--- config.mk ---
export PLATFORM = sky130hd
export DESIGN_NAME = mmanq_ram
export DESIGN_NICKNAME = d
export VERILOG_FILES = /design/src/hdl/mmanq_ram.sv
export SDC_FILE = /design/constraint.sdc
export NUM_CORES = 1
export LEC_CHECK = 0
export BUFFER_PORTS_ARGS = -buffer_cell sky130_fd_sc_hd__buf_2
export CORE_UTILIZATION = 59
export CTS_BUF_LIST = sky130_fd_sc_hd__clkbuf_8
export DETAILED_ROUTE_END_ITERATION = 8
export GPL_TIMING_DRIVEN = 0
export PLACE_DENSITY = 0.76
export SETUP_SLACK_MARGIN = 0.15
export SLEW_MARGIN = 20
export SYNTH_ARGS = -nofsm -noshare
export SYNTH_HDL_FRONTEND = slang
export SYNTH_SLANG_ARGS = --single-unit
--- constraint.sdc ---
create_clock -name clk -period 2.2 [get_ports clk]
set_clock_uncertainty 0.05 [all_clocks]
set_input_delay 0.22 -clock clk [delete_from_list [all_inputs] [get_ports clk]]
set_output_delay 0.22 -clock clk [all_outputs]
set_load 0.1 [all_outputs]
--- src/hdl/mmanq_ram.sv ---
// Generic simple dual-port RAM with one write port and a registered read port.
module mmanq_ram #(
  parameter int  WIDTH = 16,
  parameter int  DEPTH = 64,
  localparam int AW    = (DEPTH > 1) ? $clog2(DEPTH) : 1
) (
  input  logic             clk,
  input  logic             we,
  input  logic [AW-1:0]    waddr,
  input  logic [WIDTH-1:0] wdata,
  input  logic             re,
  input  logic [AW-1:0]    raddr,
  output logic [WIDTH-1:0] rdata
);

  logic [WIDTH-1:0] mem_r [DEPTH];
  logic [WIDTH-1:0] rdata_r;

  // write port
  always_ff @(posedge clk) begin
    if (we) begin
      mem_r[waddr] <= wdata;
    end
  end

  // read port, data held while re is low
  always_ff @(posedge clk) begin
    if (re) begin
      rdata_r <= mem_r[raddr];
    end
  end

  assign rdata = rdata_r;

endmodule

* After elaboration in Yosys (flattened, before gate mapping)
Memory sizes are Yosys's and may differ from the RTL's. A register that Yosys moved wholly into a read port is not among the register bits.
Cells that the tools add are included.
** Storage, ports and cells
- Register bits after elaboration :: 0
- RAM bits :: 1024
- Input port bits :: 31
- Output and inout port bits :: 16
- Logic and storage cells :: 3
- Memories kept :: 1
** Memories
- mem_r :: words 64, bits a word 16, read ports 1, clocked after Yosys merged registers in 1, write ports 1, RTL line 16 : logic [WIDTH-1:0] mem_r [DEPTH];
** Cells by class
- Muxes and demuxes :: 2
** Operators by type and width (count)
- two-way mux 1 bit :: 2

* Longest topological paths before layout
- Depth after elaboration :: 2
- Depth in mapped cells :: 10
- Gate-level depth less buffers :: 5

* Worst setup path before layout
No wires, ideal clock.
- Path kind :: input port to flip-flop
- Start :: in waddr[3]
- End :: mem mem_r[48][0] (enable)
- Library setup time :: 409 ps
- Arrival time :: 1846 ps
- Data required time :: 1741 ps
- Path slack :: -105 ps
- Stages :: 4
- Buffers on the path :: 1
- Path through :: clkbuf_1 > nor2b_1 > nand4b_1 > nor3_1
** RTL lines
- start: declaration :: RTL line 9 : input logic [AW-1:0] waddr,
- end: declaration :: RTL line 16
Straight into the memory's write port.

==> impl_metrics.json <==
{
  "cts_tree": "yes",
  "num-fill-cells": 3987,
  "netlist.area_leader.share_pct": 77.68,
  "p_seq_share_pct": 55.9,
  "worst_skew_late_latency_ns": 0.82,
  "half_perimeter_wire_length_after_placement_um": 64010,
  "routed_wire_length_per_instance_um": 31.85,
  "core_region_area_sq_mm": 0.06728,
  "detail_route.iter0.violations": 2904,
  "count_of_vias_placed_by_the_detailed_router": 20550,
  "cts.reportedPaths.clkPinSlew_ns": 0.06,
  "power_frac_comb_pct": 6.5,
  "finalNetCount": 2139,
  "fin_crit_sh_pct": 99.66,
  "synth_ff_type": "sky130_fd_sc_hd__edfxtp_1",
  "synth_warnings": 0,
  "setup_tns_ns": 0,
  "power.share.switching_pct": 23.09,
  "cts_num_sinks": 1040,
  "startpoint_type": "flip-flop",
  "most_frequent_cell_after_synthesis": "sky130_fd_sc_hd__edfxtp_1",
  "tritoncts.num_buffers": 161,
  "avgViaCountPerCell": 6.616,
  "totalPowerFinal_w": 0.03937,
  "async_reset_ff_share_pct": 0,
  "data_arrival_time_of_the_worst_path_ns": 2.65,
  "floorplan.initialDensity_pct": 59.76,
  "maxSlewViolCount": 0,
  "worst_slew_pin_slew_ns": 1.017,
  "cts.path.max_buffers": 3,
  "fmax_mhz": 456.1,
  "die_h_um": 263.0,
  "peakVddDrop_mv": 0.6346,
  "timing.final.ws_setup_ns": 0.007487,
  "top_level_ports": 47,
  "first_pass_grt_wire_length_um": 141800,
  "p_int_w": 0.03028,
  "postLayoutCoreUtil_pct": 68.40,
  "clockPowerShare_pct": 37.6,
  "post_synth_num_cell_types": 42,
  "postRouteWirelength_um": 98920,
  "share_of_post_route_cells_with_drive_strength_above_1_pct": 33.11,
  "synthCells": 1829,
  "ctsRootBufferMaster": "sky130_fd_sc_hd__clkbuf_8",
  "drt_pass1_iterations": 6,
  "die_area_sq_mm": 0.06919,
  "grt_pass1_vias": 20720,
  "worstPathMaxFanout": 1,
  "global_route.overflow_total": 0,
  "leakage_power_nw": 14.72,
  "dieWidth_um": 263.0,
  "final_count_of_hold_timing_violations": 0,
  "ant_nets": 0,
  "largest_net_degree_at_the_start_of_global_routing": 65,
  "end_kind": "flip-flop",
  "pwr_density_cell_mw_per_mm2": 855.5,
  "p_sw_w": 0.009089,
  "gr-usage-all-layers_pct": 29.21,
  "finalWeightedCongestion": 0.8991,
  "portBuffers": 39,
  "min-delay-path-class": "in -> reg",
  "drv_cap": 0,
  "status": "complete, no violations",
  "post-route-drc-count": 0,
  "max-slew-margin-rel_pct": 32.13,
  "post-route-min-period_ns": 2.193,
  "avgSynthCellArea_sq_um": 21.98,
  "ctsHtreeMaxLevel": 4,
  "synth_top_cell_by_area": "sky130_fd_sc_hd__edfxtp_1",
  "ff_latch_count_synth": 1040,
  "setup_viol_count_final": 0,
  "post-place-ws_ns": -0.9441,
  "mappedNetlistArea_sq_mm": 0.04020,
  "synthToLayoutAreaGrowth_pct": 14.46,
  "cp.required_ns": 2.66,
  "num_rows": 95,
  "edff_count_synth": 1040,
  "postSynthNetCount": 1860,
  "synth.area.top_cells": "sky130_fd_sc_hd__edfxtp_1 78%, sky130_fd_sc_hd__mux4_2 12%, sky130_fd_sc_hd__mux2i_1 2.1%",
  "ys_seq_area_share_pct": 77.68,
  "register_area_sq_mm": 0.03123,
  "path_class": "reg -> reg",
  "grt_antenna_before_repair": 5,
  "synthTopCellsByCount": "1040 x sky130_fd_sc_hd__edfxtp_1, 220 x sky130_fd_sc_hd__mux4_2, 85 x sky130_fd_sc_hd__mux2i_1",
  "grt_setup_unrepaired": "yes",
  "multi_input_area_sq_mm": 0.008850
}
what timing repair did:
action                     4_1_cts  5_1_grt
setup buffers                    0        3
gates resized for setup         57       31
hold endpoints to repair       532      196
setup endpoints to repair       32      122
hold buffers                    11        6
pin swaps                       11        5
kinds of logic (layout without fill, tap and decap cells):
kind of cell	Yosys count	after routing	share of synthesized area, %
buffers and inverters	104	507	1.824
AND/OR/NAND/NOR	220	220	2.636
flip-flops	1040	1040	77.68
AO/OA/AOI/OAI	129	129	2.400
multiplexers	336	336	15.46
other	0	1	0
layout make-up:
cell class              count  area share [%]
repair buffers            116           2.594
multi-input cells         685           19.23
flip-flops and latches   1040           67.87
clock inverters           122           1.368
plain buffers             104           1.623
diodes                      1        0.005438
well taps                 873           2.374
clock buffers             165           4.935
per-layer routing:
metal	GRT usage [%]	share of wire, %	up-vias
met1	39.93	37	10630
met4	14.00	4.4	2
met5	0	0.011	-
met3	6.940	11	263
li1	-	-	8288
met2	45.09	48	1366
registers in the layout, summed over array words and instances, names as in the netlist:
| name | count |
|---|---|
| mem_r | 1024 |
| rdata | 16 |
critical path: stages, from the launching register on:
cell and delay (ns):
sky130_fd_sc_hd__edfxtp_1 0.37, sky130_fd_sc_hd__mux4_2 0.47, sky130_fd_sc_hd__nor2b_1 0.16, sky130_fd_sc_hd__a211o_1 0.33, sky130_fd_sc_hd__a31oi_2 0.38, sky130_fd_sc_hd__a311oi_1 0.14
layout by cell type (no fill, tap or decap), drive strengths merged, types with 12 or more instances in the layout:
| cell | count |
|---|---|
| nor2 | 74 |
| clkbuf | 193 |
| edfxtp | 1040 |
| mux2 | 27 |
| nand4 | 12 |
| dlygate4sd3 | 17 |
| nand3 | 24 |
| a22oi | 39 |
| buf | 175 |
| a221oi | 16 |
| nand2 | 60 |
| a21oi | 17 |
| mux2i | 85 |
| inv | 57 |
| clkinv | 57 |
| nor2b | 30 |
| mux4 | 224 |
path summary, 6_finish.rpt:
kind / endpoint / from / slack (ns) / cells after the start
worst max-delay path: rdata[15] / mem_r[8][15] / 0.007 / 5
worst min-delay path: mem_r[49][7] / waddr[0] / 0.12 / 3
worst max register to register: rdata[15] / mem_r[8][15] / 0.007 / 5
worst min register to register: rdata[12] / mem_r[37][12] / 0.99 / 4
per-stage QoR:
| stage | hold slack (ns) | cell area (sq um) | cells |
|---|---|---|---|
| 2_1_floorplan | 0.2689 | 40230 | 1829 |
| 3_3_place_gp | 0.5842 | 41520 | 2741 |
| 3_5_place_dp | 0.5875 | 42460 | 2798 |
| 4_1_cts | 0.08047 | 45770 | 3096 |
| 5_1_grt | 0.1317 | 46020 | 3106 |
| 6_report | 0.1250 | 46020 | 3106 |
power groups by stage:
| stage | clock network (W) | logic [W] | registers [W] |
|---|---|---|---|
| 3_5_place_dp | 0 | 0.00237 | 0.0224 |
| 2_1_floorplan | 0 | 0.00114 | 0.0226 |
| 3_3_place_gp | 0 | 0.00227 | 0.0224 |
| 4_1_cts | 0.0149 | 0.00248 | 0.0220 |
| 6_report | 0.0148 | 0.00256 | 0.0220 |
| 5_1_grt | 0.0157 | 0.00264 | 0.0220 |
(Power assumes the default switching activity.)
