## src/hdl/mmanq_pkg.sv

```systemverilog
// Shared constants, types and codes of the matrix multiply-add core.
package mmanq_pkg;

  // Matrix dimensions: S is OUTER x INNER, B is INNER x OUTER, E is OUTER x OUTER
  localparam int INNER_DIM = 752;
  localparam int OUTER_DIM = 8;

  // Field widths
  localparam int VALUE_W   = 16;
  localparam int IDX_W     = 10;
  localparam int Q_W       = 15;
  localparam int OUT_IDX_W = 3;
  localparam int MODE_W    = 2;

  // Store geometry
  localparam int WIDE_DEPTH  = INNER_DIM * OUTER_DIM;
  localparam int NOISE_DEPTH = OUTER_DIM * OUTER_DIM;
  localparam int WIDE_AW     = (WIDE_DEPTH > 1) ? $clog2(WIDE_DEPTH) : 1;
  localparam int NOISE_AW    = (NOISE_DEPTH > 1) ? $clog2(NOISE_DEPTH) : 1;

  // Counter widths
  localparam int J_W = (INNER_DIM > 1) ? $clog2(INNER_DIM) : 1;
  localparam int O_W = (OUTER_DIM > 1) ? $clog2(OUTER_DIM) : 1;

  // Stream widths
  localparam int IN_TDATA_W  = 40;
  localparam int OUT_TDATA_W = 24;

  // Item kinds carried on in_tuser
  typedef enum logic [MODE_W-1:0] {
    MODE_WR_B    = 2'd0,
    MODE_WR_S    = 2'd1,
    MODE_WR_E    = 2'd2,
    MODE_COMPUTE = 2'd3
  } mode_t;

  // Sequencer states
  typedef enum logic [1:0] {
    ST_IDLE,
    ST_RUN,
    ST_DRAIN
  } seq_state_t;

  // Tag that travels with each memory read through the MAC pipeline
  typedef struct packed {
    logic           vld;   // read slot carries a product
    logic           first; // first product of a dot product
    logic           last;  // last product of a dot product
    logic           fin;   // last product of the whole compute run
    logic [O_W-1:0] row;
    logic [O_W-1:0] col;
  } tag_t;

endpackage

```

## src/hdl/mmanq_mac.sv

```systemverilog
// Multiply-accumulate pipeline with the result output register.
module mmanq_mac
  import mmanq_pkg::*;
(
  input  logic                 clk,
  input  logic                 rst_n,
  input  tag_t                 issue_tag,
  input  logic [VALUE_W-1:0]   s_data,
  input  logic [VALUE_W-1:0]   b_data,
  input  logic [VALUE_W-1:0]   e_data,
  output logic                 adv,
  output logic                 busy,
  output logic                 out_valid,
  input  logic                 out_ready,
  output logic [OUT_IDX_W-1:0] out_row,
  output logic [OUT_IDX_W-1:0] out_col,
  output logic [Q_W-1:0]       out_result,
  output logic                 out_last
);

  tag_t                 tag1_r, tag2_r;
  logic [Q_W-1:0]       prod_r, prod_nxt;
  logic [Q_W-1:0]       e2_r;
  logic [Q_W-1:0]       acc_r, acc_nxt;
  logic [2*VALUE_W-1:0] full_prod;
  logic                 deliver;
  logic                 out_valid_r, out_valid_nxt;
  logic [OUT_IDX_W-1:0] out_row_r, out_col_r;
  logic [Q_W-1:0]       out_result_r;
  logic                 out_last_r;

  // freeze everything only when a finished entry meets a full output register that out_ready does not drain
  assign deliver = tag2_r.vld && tag2_r.last;
  assign adv     = !(deliver && out_valid_r && !out_ready);
  assign busy    = tag1_r.vld || tag2_r.vld;

  // product stage: only the low bits survive the modulus
  assign full_prod = s_data * b_data;
  assign prod_nxt  = full_prod[Q_W-1:0];

  // accumulate stage: a new dot product starts from the noise entry
  assign acc_nxt = (tag2_r.first ? e2_r : acc_r) + prod_r;

  // output register
  always_comb begin
    out_valid_nxt = out_valid_r;
    priority if (adv && deliver) begin
      out_valid_nxt = 1'b1;
    end else if (out_ready) begin
      out_valid_nxt = 1'b0;
    end
  end

  always_ff @(posedge clk) begin
    if (!rst_n) begin
      tag1_r      <= '0;
      tag2_r      <= '0;
      out_valid_r <= 1'b0;
    end else begin
      if (adv) begin
        tag1_r <= issue_tag;
        tag2_r <= tag1_r;
      end
      out_valid_r <= out_valid_nxt;
    end
  end

  always_ff @(posedge clk) begin
    if (adv) begin
      prod_r <= prod_nxt;
      e2_r   <= e_data[Q_W-1:0];
      if (tag2_r.vld) begin
        acc_r <= acc_nxt;
      end
      if (deliver) begin
        out_row_r    <= OUT_IDX_W'(tag2_r.row);
        out_col_r    <= OUT_IDX_W'(tag2_r.col);
        out_result_r <= acc_nxt;
        out_last_r   <= tag2_r.fin;
      end
    end
  end

  assign out_valid  = out_valid_r;
  assign out_row    = out_row_r;
  assign out_col    = out_col_r;
  assign out_result = out_result_r;
  assign out_last   = out_last_r;

endmodule

```

## config.mk

```make
export PLATFORM = sky130hd
export DESIGN_NAME = mmanq_mac
export DESIGN_NICKNAME = d
export VERILOG_FILES = /design/src/hdl/mmanq_pkg.sv /design/src/hdl/mmanq_mac.sv
export SDC_FILE = /design/constraint.sdc
export NUM_CORES = 1
export LEC_CHECK = 0
export BUFFER_PORTS_ARGS = -buffer_cell sky130_fd_sc_hd__buf_2
export CAP_MARGIN = 20
export CORE_MARGIN = 10
export CORE_UTILIZATION = 42
export CTS_BUF_LIST = sky130_fd_sc_hd__clkbuf_16
export DETAILED_ROUTE_END_ITERATION = 16
export HOLD_SLACK_MARGIN = 0.02
export SLEW_MARGIN = 15
export SYNTH_ARGS = -nofsm -noshare
export SYNTH_HDL_FRONTEND = slang
export SYNTH_SLANG_ARGS = --single-unit
```

## constraint.sdc

```tcl
create_clock -name clk -period 6.5 [get_ports clk]
set_input_delay 0.325 -clock clk [delete_from_list [all_inputs] [get_ports clk]]
set_output_delay 0.325 -clock clk [all_outputs]
set_load 0.02 [all_outputs]
```

# Word level (Yosys, flattened, before mapping)
# Cells that the tools add are included.
classes:
  addsub: 1
  n_mul: 1
  mux: 3
  n_bitwise: 1
  reduce_logical: 10
ops:
  columns: ["op", "n"]
  rows:
  - ["multiplier 16 x 16 -> 15 bit", 1]
  - ["adder 15 bit", 1]
  - ["2-to-1 mux 15 bit", 1]
  - ["logical AND 1 bit", 4]
  - ["AND reduction 2 bit", 2]
  - ["zero test 1 bit", 2]
  - ["2-to-1 mux 1 bit", 2]
  - ["nonzero test 2 bit", 1]
  - ["logical OR 1 bit", 1]
  - ["NOT 1 bit", 1]
totals:
  register_bits: 88
  inputBits: 61
  out_inout_bits: 25
  wordCells: 36

# Depth between registers and ports, before layout
depth:
  depth_word: 6
  depth_mapped: 20
  mapped_depth_nobuf: 19

# Worst setup path before layout
# No wires, ideal clock.
synth_timing:
  path_type: "in2reg"
  start: "input port b_data[0]"
  end: "register prod_r[13], data pin"
  arrival_ns: 4.745
  t_required_ns: 6.221
  slack_ns: 1.476
  stages: 17
  path_buffers: 1
  path_cell_list: "clkbuf_1 and2_1 fa_1 inv_1 fa_1 fa_1 inv_1 fa_1 inv_1 fa_1 fa_1 inv_1 ha_1 inv_1 and3_1 a2111oi_0 o311ai_1"
synth_via:
  elab_chain_len: 1
synth_lines:
  columns: ["element", "line_no", "source"]
  rows:
  - ["start: declaration", "mmanq_mac.sv:9", "input logic [VALUE_W-1:0] b_data,"]
  - ["multiplier 16 x 16 -> 15 bit", "mmanq_mac.sv:38", "assign full_prod = s_data * b_data;"]
  - ["named net full_prod[13]", "mmanq_mac.sv:25", "logic [2*VALUE_W-1:0] full_prod;"]
  - ["end signal: assignment", "mmanq_mac.sv:70", "prod_r <= prod_nxt;"]
  - ["end: declaration", "mmanq_mac.sv:22", "logic [Q_W-1:0] prod_r, prod_nxt;"]
# The timed path passes the listed nets, and every way through them passes these cells.
# A chain may end at the register's enable or synchronous reset.

# Worst setup path in the final report
# Ends and elaborated chain as after synthesis.

==> run metrics <==
Seq/Total Area, Yosys=34.5%; clock latency at the later pin of the worst-skew pair=0.34 ns; vias=4705; CP Class=primary input to flip-flop; leakage power=0.00362 uW; PostCTS Resize Cnt=0; HP Class=primary input to flip-flop; Seq cells post-synth=88; Final ANT Viol Nets=0; final worst-path cycle share=78.2%; biggest area consumer among synthesized cells=edfxtp_1; Antenna Cells=0; synth unique cells=46; Synth Instances=667; CP Data Arrival Time=5.15 ns; hold buffer count at cts=0; clock skew=0.00575 ns; Worst Setup Start Kind=primary input; post-synth top area share=28.6%; routability cong.=0.891; residual DRC count=0; GR Overflow Total=0; max-cap violation count=0; Setup TNS=0 ns; Clock power frac=16.8%; row cnt=47; switching share of total power=38.0%; Max Transition Viols Final=0; share of cells above drive strength 1=17.0%; Hold Fails Final Rpt=0; vias in the first global route=5023; Starting Density=42.6%; H-tree levels=3; per-cell routed wire length=14.9 um; Syn Nets=853; CTS buffer count=9; antenna violations before repair=0; dpl hpwl=11400 um; Pint=2040 uW; Seq pwr share=25.4%; post-synthesis instance area=0.00705 sq mm; Crit. End Element=flip-flop; Routed Wire Length=14400 um; Die X=150 um; Async S/R FF share, synth=0%; maximum number of pins on one net before global-route repair=51; Worst Tran Pin Value=0.940 ns; syn_area_per_cell=10.6 sq um; CTS tree=built; top cells by area, synth=edfxtp_1 (29%), fa_1 (20%), ha_1 (9.9%); die area=0.0224 sq mm; CP dominant cell by count=fa_1; unrepaired setup endpoints after global routing=no; CTS sink cnt=88; Synth warnings=0; FILL cells=1495; VDD IR max=0.000299 V; P per Cell Area=411 mW/mm^2; setup violators final=0; Placeable Area=0.0165 sq mm; Relative slew margins=37.3%; Via density=4.88; min Tclk post-route=5.08 ns; outcome=finished clean; Die Ht=150 um; # IOs=86; Iter 0 DRT Violations=184; CP required=6.56 ns; # port buffers=82; global-route wire length before repair=24600 um; sw power=1250 uW; fmax=197 MHz; Commonest cells post-synth=inv_1 (99), nand2_1 (99), fa_1 (69); Area growth, synth to finish=13.4%; Reg clk slew, reported paths=0.06 ns; main flop type after synthesis=edfxtp_1; Worst Path Max Fanout=15; Post-synth EDFFs=67; Logic pwr share=57.8%; CP max-delay cell=fa_1; TritonRoute pass-1 iters=4; setup bufs post-CTS=0; Clock Tree Root=clkbuf_16; share of the core filled with cells=48.4%; CP cell instances=buf_2 -> and2_1 -> fa_1 -> inv_1 -> fa_1 -> fa_1 -> inv_1 -> fa_1 -> inv_1 -> fa_1 -> fa_1 -> inv_1 -> ha_1 -> inv_1 -> and3_1 -> a2111oi_0 -> o311ai_1; GRT Util Overall=13.5%; Crit path largest cell delay=0.54 ns; CTS Buffer Depth=2; nets=926
## metrics by stage
stage	hold slack, ns	instances	cell area (sq um)	power [uW]	setup slack, ns
2_1_floorplan	0.408	667	7050	2350	1.48
3_3_place_gp	0.415	948	7650	2710	1.10
3_5_place_dp	0.418	949	7660	2770	1.05
4_1_cts	0.150	965	7990	3350	1.39
5_1_grt	0.146	965	7990	3650	1.18
6_report	0.165	965	7990	3290	1.42
## sequential cells by signal, summed over array words and instances (netlist names)
name and flops:
acc_r 15, e2_r 15, out_col 3, out_last 1
out_result 15, out_row 3, out_valid 1, prod_r 15
tag1_r 10, tag2_r 10
## layout by cell type (no fill, tap or decap), types with 5 or more instances in the layout
cell type,instances
inv_1,98
a21boi_0,19
o21ai_0,7
fa_1,69
and2_2,5
nand2_1,99
edfxtp_1,67
a21oi_1,14
xor2_1,10
and3_1,6
nor3_1,6
nor2_1,9
dfxtp_1,21
nand2b_1,7
xnor2_1,32
nor2b_1,6
buf_2,82
and2_1,56
mux2_2,13
ha_1,56
clkbuf_16,11
o21a_1,6
o211ai_1,5
## logic make-up after synthesis
logic type               synth area share [%]
buffers and inverters                    6.57
flip-flops                               34.5
adder cells (fa/ha/maj)                  29.6
AO/OA/AOI/OAI                            6.30
XOR/XNOR                                 6.23
AND/OR/NAND/NOR                          14.5
multiplexers                             2.36
## critical path: cells and delay by family
family	cells	cell delay (ns)
buf+inv	6	0.51
compound gates	2	0.53
simple gates	2	0.36
fa+ha+maj	7	3.40
## per-layer routing
| metal | track usage [%] | share of wire, % | up-vias |
|---|---|---|---|
| met3 | 2.26 | 5.3 | 19 |
| li1 | - | - | 2294 |
| met2 | 23.7 | 50 | 120 |
| met5 | 0 | 0 | - |
| met4 | 4.17 | 1.5 | 0 |
| met1 | 16.6 | 43 | 2272 |
## final cells by class
| class | count | area (sq um) | area share (%) |
|---|---|---|---|
| flip-flops and latches | 88 | 2430 | 30.4 |
| clock buffers | 11 | 275 | 3.44 |
| clock inverters | 5 | 56.3 | 0.704 |
| inverters | 99 | 372 | 4.65 |
| well taps | 220 | 275 | 3.44 |
| multi-input cells | 458 | 4150 | 52.0 |
| repair buffers | 84 | 429 | 5.37 |
## power by group through the flow
stage               clock, uW  combinational [uW]  sequential (uW)
finish                    554                1900              835
global route              590                2220              841
CTS                       569                1940              836
detailed placement          0                1920              847
global placement            0                1860              846
floorplan                   0                1510              840
## path summary, 6_finish.rpt
kind,slack [ns],depth (start not counted),startpoint,to
setup / recovery,1.42,17,b_data[0],prod_r[13]$_DFFE_PN_
hold / removal,0.16,1,e_data[6],e2_r[6]$_DFFE_PN_
setup reg to reg,3.26,10,tag2_r[8]$_SDFFE_PN0N_,out_result[14]$_DFFE_PP_
hold reg to reg,0.43,0,tag2_r[1]$_SDFFE_PN0N_,out_col[1]$_DFFE_PP_
No activity file was read; power rests on OpenSTA's default activity.
