## config.mk

```make
export PLATFORM = sky130hd
export DESIGN_NAME = mmanq_seq
export DESIGN_NICKNAME = d
export VERILOG_FILES = /design/src/hdl/mmanq_pkg.sv /design/src/hdl/mmanq_seq.sv
export SDC_FILE = /design/constraint.sdc
export NUM_CORES = 1
export LEC_CHECK = 0
export BUFFER_PORTS_ARGS = -buffer_cell sky130_fd_sc_hd__buf_2
export CELL_PAD_IN_SITES_DETAIL_PLACEMENT = 1
export CELL_PAD_IN_SITES_GLOBAL_PLACEMENT = 2
export CORE_UTILIZATION = 31
export DETAILED_ROUTE_END_ITERATION = 7
export GPL_TIMING_DRIVEN = 0
export PLACE_DENSITY_LB_ADDON = 0.25
export REMOVE_ABC_BUFFERS = 1
export SLEW_MARGIN = 10
export SYNTH_ARGS = -nofsm -noshare
export SYNTH_HDL_FRONTEND = slang
export SYNTH_SLANG_ARGS = --single-unit
```

## constraint.sdc

```tcl
create_clock -name clk -period 10.4 [get_ports clk]
set_clock_uncertainty 0.1 [all_clocks]
set_input_delay 2.6 -clock clk [delete_from_list [all_inputs] [get_ports clk]]
set_output_delay 2.6 -clock clk [all_outputs]
set_load 0.02 [all_outputs]
```

## src/hdl/mmanq_pkg.sv

```systemverilog
// Shared constants, types and codes of the matrix multiply-add core.
package mmanq_pkg;

  // Matrix dimensions: S is OUTER x INNER, B is INNER x OUTER, E is OUTER x OUTER
  localparam int INNER_DIM = 752;
  localparam int OUTER_DIM = 8;

  // Field widths
  localparam int VALUE_W   = 16;
  localparam int IDX_W     = 10;
  localparam int Q_W       = 15;
  localparam int OUT_IDX_W = 3;
  localparam int MODE_W    = 2;

  // Store geometry
  localparam int WIDE_DEPTH  = INNER_DIM * OUTER_DIM;
  localparam int NOISE_DEPTH = OUTER_DIM * OUTER_DIM;
  localparam int WIDE_AW     = (WIDE_DEPTH > 1) ? $clog2(WIDE_DEPTH) : 1;
  localparam int NOISE_AW    = (NOISE_DEPTH > 1) ? $clog2(NOISE_DEPTH) : 1;

  // Counter widths
  localparam int J_W = (INNER_DIM > 1) ? $clog2(INNER_DIM) : 1;
  localparam int O_W = (OUTER_DIM > 1) ? $clog2(OUTER_DIM) : 1;

  // Stream widths
  localparam int IN_TDATA_W  = 40;
  localparam int OUT_TDATA_W = 24;

  // Item kinds carried on in_tuser
  typedef enum logic [MODE_W-1:0] {
    MODE_WR_B    = 2'd0,
    MODE_WR_S    = 2'd1,
    MODE_WR_E    = 2'd2,
    MODE_COMPUTE = 2'd3
  } mode_t;

  // Sequencer states
  typedef enum logic [1:0] {
    ST_IDLE,
    ST_RUN,
    ST_DRAIN
  } seq_state_t;

  // Tag that travels with each memory read through the MAC pipeline
  typedef struct packed {
    logic           vld;   // read slot carries a product
    logic           first; // first product of a dot product
    logic           last;  // last product of a dot product
    logic           fin;   // last product of the whole compute run
    logic [O_W-1:0] row;
    logic [O_W-1:0] col;
  } tag_t;

endpackage

```

## src/hdl/mmanq_seq.sv

```systemverilog
// Read sequencer: walks row, column and inner index and issues store reads.
module mmanq_seq
  import mmanq_pkg::*;
(
  input  logic                clk,
  input  logic                rst_n,
  input  logic                start,
  input  logic                adv,
  input  logic                mac_busy,
  output logic                idle,
  output logic [WIDE_AW-1:0]  s_raddr,
  output logic [WIDE_AW-1:0]  b_raddr,
  output logic [NOISE_AW-1:0] e_raddr,
  output tag_t                issue_tag
);

  seq_state_t     state_r, state_nxt;
  logic [O_W-1:0] r_r, r_nxt;
  logic [O_W-1:0] c_r, c_nxt;
  logic [J_W-1:0] j_r, j_nxt;
  logic           j_end, c_end, r_end;

  assign j_end = (j_r == J_W'(INNER_DIM - 1));
  assign c_end = (c_r == O_W'(OUTER_DIM - 1));
  assign r_end = (r_r == O_W'(OUTER_DIM - 1));

  // next state
  always_comb begin
    state_nxt = state_r;
    unique case (state_r)
      ST_IDLE:  if (start) state_nxt = ST_RUN;
      ST_RUN:   if (adv && j_end && c_end && r_end) state_nxt = ST_DRAIN;
      ST_DRAIN: if (!mac_busy) state_nxt = ST_IDLE;
      default:  state_nxt = ST_IDLE;
    endcase
  end

  // outputs: read addresses and the tag of the current read slot
  always_comb begin
    idle            = (state_r == ST_IDLE);
    s_raddr         = WIDE_AW'(int'(r_r) * INNER_DIM + int'(j_r));
    b_raddr         = WIDE_AW'(int'(j_r) * OUTER_DIM + int'(c_r));
    e_raddr         = NOISE_AW'(int'(r_r) * OUTER_DIM + int'(c_r));
    issue_tag.vld   = (state_r == ST_RUN);
    issue_tag.first = (j_r == '0);
    issue_tag.last  = j_end;
    issue_tag.fin   = j_end && c_end && r_end;
    issue_tag.row   = r_r;
    issue_tag.col   = c_r;
  end

  // index counters: inner index fastest, then column, then row
  always_comb begin
    r_nxt = r_r;
    c_nxt = c_r;
    j_nxt = j_r;
    priority if (start) begin
      r_nxt = '0;
      c_nxt = '0;
      j_nxt = '0;
    end else if (state_r == ST_RUN && adv) begin
      if (j_end) begin
        j_nxt = '0;
        if (c_end) begin
          c_nxt = '0;
          r_nxt = r_end ? '0 : r_r + 1'b1;
        end else begin
          c_nxt = c_r + 1'b1;
        end
      end else begin
        j_nxt = j_r + 1'b1;
      end
    end
  end

  always_ff @(posedge clk) begin
    if (!rst_n) begin
      state_r <= ST_IDLE;
      r_r     <= '0;
      c_r     <= '0;
      j_r     <= '0;
    end else begin
      state_r <= state_nxt;
      r_r     <= r_nxt;
      c_r     <= c_nxt;
      j_r     <= j_nxt;
    end
  end

endmodule

```

* Word level (Yosys, flattened, before mapping)
Index checks and enable logic that the tools add are counted.
** Storage, ports and cells
- Bits in registers :: 18
- Input port bits :: 5
- Output and inout port bits :: 43
- Word-level logic and storage cells :: 39
** Operators by class
- Add/sub/neg operators :: 6
- Multiply operators :: 1
- Equality and inequality tests :: 8
- Multiplexer cells :: 7
- Bitwise operators :: 1
- Reductions and logical operators :: 12
** Operator list (count)
- $add 13x10->13 :: 1
- $add 13x3->13 :: 1
- $add 10x1->10 const B :: 1
- $eq 10x10->1 const B :: 1
- $logic_not 10->1 :: 1
- $mux 10 :: 1
- $mul 3x6->9 const B :: 1
- $add 3x1->3 const B :: 2
- $add 6x3->6 :: 1
- $eq 3x3->1 const B :: 2
- $logic_and 1x1->1 :: 6
- $mux 2 :: 3
- $mux 3 :: 2
- $pmux 2 s3 :: 1
- $reduce_and 3->1 :: 2
- $ne 2x2->1 const B :: 2
- $eq 2x1->1 const B :: 1
- $eq 2x2->1 const B :: 1
- $logic_not 2->1 :: 1
- $ne 2x1->1 const B :: 1
- $reduce_and 2->1 :: 1
- $reduce_or 2->1 :: 1
- $not 1->1 :: 1

* Logic depth before layout (Yosys ltp)
- Word-level depth :: 6
- Gate-level depth with buffers :: 10
- Gate-level depth less buffers :: 10

* Least setup slack after synthesis
No wires, ideal clock.
- Path type :: register to output
- Start :: register r_r[2]
- End :: output port s_raddr[11]
- Data arrival time :: 3.280 ns
- Data required time :: 7.700 ns
- Slack :: 4.420 ns
- Cell stages (with the launch flop) :: 10
- Cells stage by stage :: dfxtp_1 fa_1 ha_1 and3b_1 or3_1 xor2_1 ha_1 or2_2 o311ai_0 xnor2_1
** On the way
- Longest elaborated chain between the ends :: 2
** RTL lines
- from (decl) :: RTL line mmanq_seq.sv:18 : logic [O_W-1:0] r_r, r_nxt;
- from (signal assigned) :: RTL line mmanq_seq.sv:84 : r_r <= r_nxt;
- $mul 3x6->9 :: RTL line mmanq_seq.sv:41 : s_raddr = WIDE_AW'(int'(r_r) * INNER_DIM + int'(j_r));
- $add 13x10->13 :: RTL line mmanq_seq.sv:41
- to (decl) :: RTL line mmanq_seq.sv:11 : output logic [WIDE_AW-1:0] s_raddr,
Every way passes these cells.

* Worst setup path after layout
Ends and elaborated chain as after synthesis.

==> results.sh <==
export IMPL_placementRows=25
export IMPL_synthTopCellsByArea="dfxtp_1, ha_1, buf_4, nor2_1, fa_1"
export IMPL_power_density_mw_per_mm2=75.9
export IMPL_grt_overflow_total=0
export IMPL_cts_hold_buffers_added=0
export IMPL_hp_start="j_r[1]"
export IMPL_timing_hold_worst_class="reg2reg"
export IMPL_core_mm2=0.00475
export IMPL_post_cts_resized=0
export IMPL_ctsHtreeMaxLevel=1
export IMPL_floorplan_io_pins=48
export IMPL_critical_path_startpoint="r_r[2]"
export IMPL_area_growth_syn_to_layout_pct=15.9
export IMPL_synth_cell_types=39
export IMPL_drc=0
export IMPL_critical_path_peak_fanout=12
export IMPL_synth_most_common_cell="nor2_1"
export IMPL_type_of_the_setup_path_with_the_least_slack="reg2out"
export IMPL_clk_path_buf_depth=2
export IMPL_grt_pass1_vias=1331
export IMPL_drive_gt1_share_pct=26.9
export IMPL_drt_pass1_iterations=2
export IMPL_multi_input_combinational_cell_area_mm2=0.00103
export IMPL_setup_violations_final=0
export IMPL_gr_usage_all_layers_pct=15.1
export IMPL_holdWs_ns=0.427
export IMPL_synth_main_ff_cell="dfxtp_1"
export IMPL_synth_edff_count=0
export IMPL_drt_total_wl_mm=3.94
export IMPL_cp_arrival_ns=3.69
export IMPL_syn_instance_count=182
export IMPL_stdcell_count=283
export IMPL_cts_buffers_inserted=3
export IMPL_endpoint_kind="output pin"
export IMPL_r2r_start="j_r[0]"
export IMPL_cts_sink_count=18
export IMPL_clk_pin_slew_worst_paths_ns=0.08
export IMPL_grt_setup_unrepaired="false"
export IMPL_number_of_instances_in_the_placed_design=279
export IMPL_antennaDiodeCount=0
export IMPL_num_fill_cells=600
export IMPL_hpwl_after_detailed_placement_mm=3.16
export IMPL_design_die_area_mm2=0.00529
export IMPL_ir_worst_vdd_mv=0.0408
export IMPL_nNetsFinal=245
export IMPL_wire_per_inst_um=13.9
export IMPL_timing_max_transition_violations_final=0
export IMPL_antenna_found_initial=0
export IMPL_number_of_maximum_capacitance_constraint_violations=0
export IMPL_ys_seq_elements=18
export IMPL_critPathRequiredTime_ns=7.70
export IMPL_drt_vias_per_instance=4.83
export IMPL_start_util_pct=32.6
export IMPL_die_width_um=72.7
export IMPL_seqCellArea_um2=360
export IMPL_synth_async_reset_ratio_pct=0
export IMPL_peak_freq_ghz=0.156
export IMPL_timing_hold_violations_final=0
export IMPL_post_synth_instance_area_mm2=0.00155
export IMPL_setup_worst_path_start_class="flop"
export IMPL_p_leak_nw=0.956
export IMPL_min_tclk_post_route_ns=6.39
export IMPL_drtAntennaViolNets=0
export IMPL_count_of_synthesis_stage_warnings_from_yosys=0
export IMPL_outcome="completed"
export IMPL_detail_route_iter0_violations=36
export IMPL_cts_tree="done"
export IMPL_wire_length_of_the_first_global_routing_pass_mm=6.25
export IMPL_setup_tns_ns=0
export IMPL_yosys_area_top_type="dfxtp_1"
export IMPL_portBuffers=47
export IMPL_cts_root_buf="clkbuf_8"
export IMPL_die_y_um=72.7
export IMPL_worst_slew_pin_transition_ns=0.468
export IMPL_worst_slew_margin_rel_pct=68.4
export IMPL_grt_start_max_net_pins=13
export IMPL_postCtsSetupRepairBufs=0
export IMPL_synthesis_area_per_instance_um2=8.52
export IMPL_gp_congestion=0.732
export IMPL_insertion_delay_ns=0.25
export IMPL_synth_seq_area_share_pct=23.2
export IMPL_final_worst_path_period_share_pct=61.5
export IMPL_synthDominantCellAreaShare_pct=23.2
export IMPL_vias=1366
export IMPL_synth_cells_most_frequent="nor2_1, ha_1, dfxtp_1"
layout by cell type, fill, tap and decap left out, types with 8 or more instances in the layout:
cell type,count
ha_1,19
xnor2_1,8
buf_2,47
a21oi_1,8
xor2_1,9
nor2_1,26
nand2_1,14
dfxtp_1,18
inv_1,8
final timing paths:
kind | slack, ns | end | depth (start not counted)
min reg2reg | 0.43 | j_r[1] | 2
max | 4.01 | s_raddr[11] | 10
max reg2reg | 8.31 | j_r[3] | 5
min | 0.43 | j_r[1] | 2
power by group:
group          switching [W]  internal [W]
Sequential       0.000000549     0.0000693
Clock              0.0000255     0.0000336
Combinational     0.00000506    0.00000239
sequential cells by signal, summed over array words and instances (netlist names):
| name | count |
|---|---|
| r_r | 3 |
| j_r | 10 |
| c_r | 3 |
| state_r | 2 |
area by class of cell:
| type | count | share of cell area [%] |
|---|---|---|
| well taps | 67 | 4.67 |
| inverters | 8 | 1.67 |
| repair buffers | 47 | 13.1 |
| multi-input cells | 139 | 57.5 |
| flip-flops and latches | 18 | 20.1 |
| clock buffers | 4 | 3.06 |
cell families (layout without fill, tap and decap cells):
group / after synthesis / in the layout / share of synthesized area [%]
buffers and inverters: 25 / 59 / 10.2
AND/OR/NAND/NOR: 74 / 74 / 25.3
XOR/XNOR: 17 / 17 / 9.60
AO/OA/AOI/OAI: 23 / 23 / 9.85
multiplexers: 2 / 2 / 1.29
adder cells (fa/ha/maj): 23 / 23 / 20.5
flip-flops: 18 / 18 / 23.2
worst max-delay path, cell delays in order (launching register included):
cell	delay (ns)
dfxtp_1	0.59
fa_1	0.55
ha_1	0.30
and3b_1	0.19
or3_1	0.40
xor2_1	0.16
ha_1	0.20
or2_2	0.30
o311ai_0	0.40
xnor2_1	0.16
buf_2	0.18
metrics by stage:
stage	util, %	area [um^2]	power [W]	setup WS [ns]
6_report	37.8	1800	0.000136	4.01
3_5_place_dp	36.6	1740	0.0000791	4.27
5_1_grt	37.8	1800	0.000142	3.77
4_1_cts	37.8	1800	0.000139	3.98
2_1_floorplan	-	1420	0.0000757	4.28
3_3_place_gp	36.6	1740	0.0000786	4.33
metal layers:
layer	vias up	share of wire, %	track usage, %
li1	678	-	-
met1	661	45	18.3
met2	25	52	28.6
met3	2	2.3	1.66
met4	0	0.36	3.27
met5	-	0	0
(Power assumes the default switching activity.)
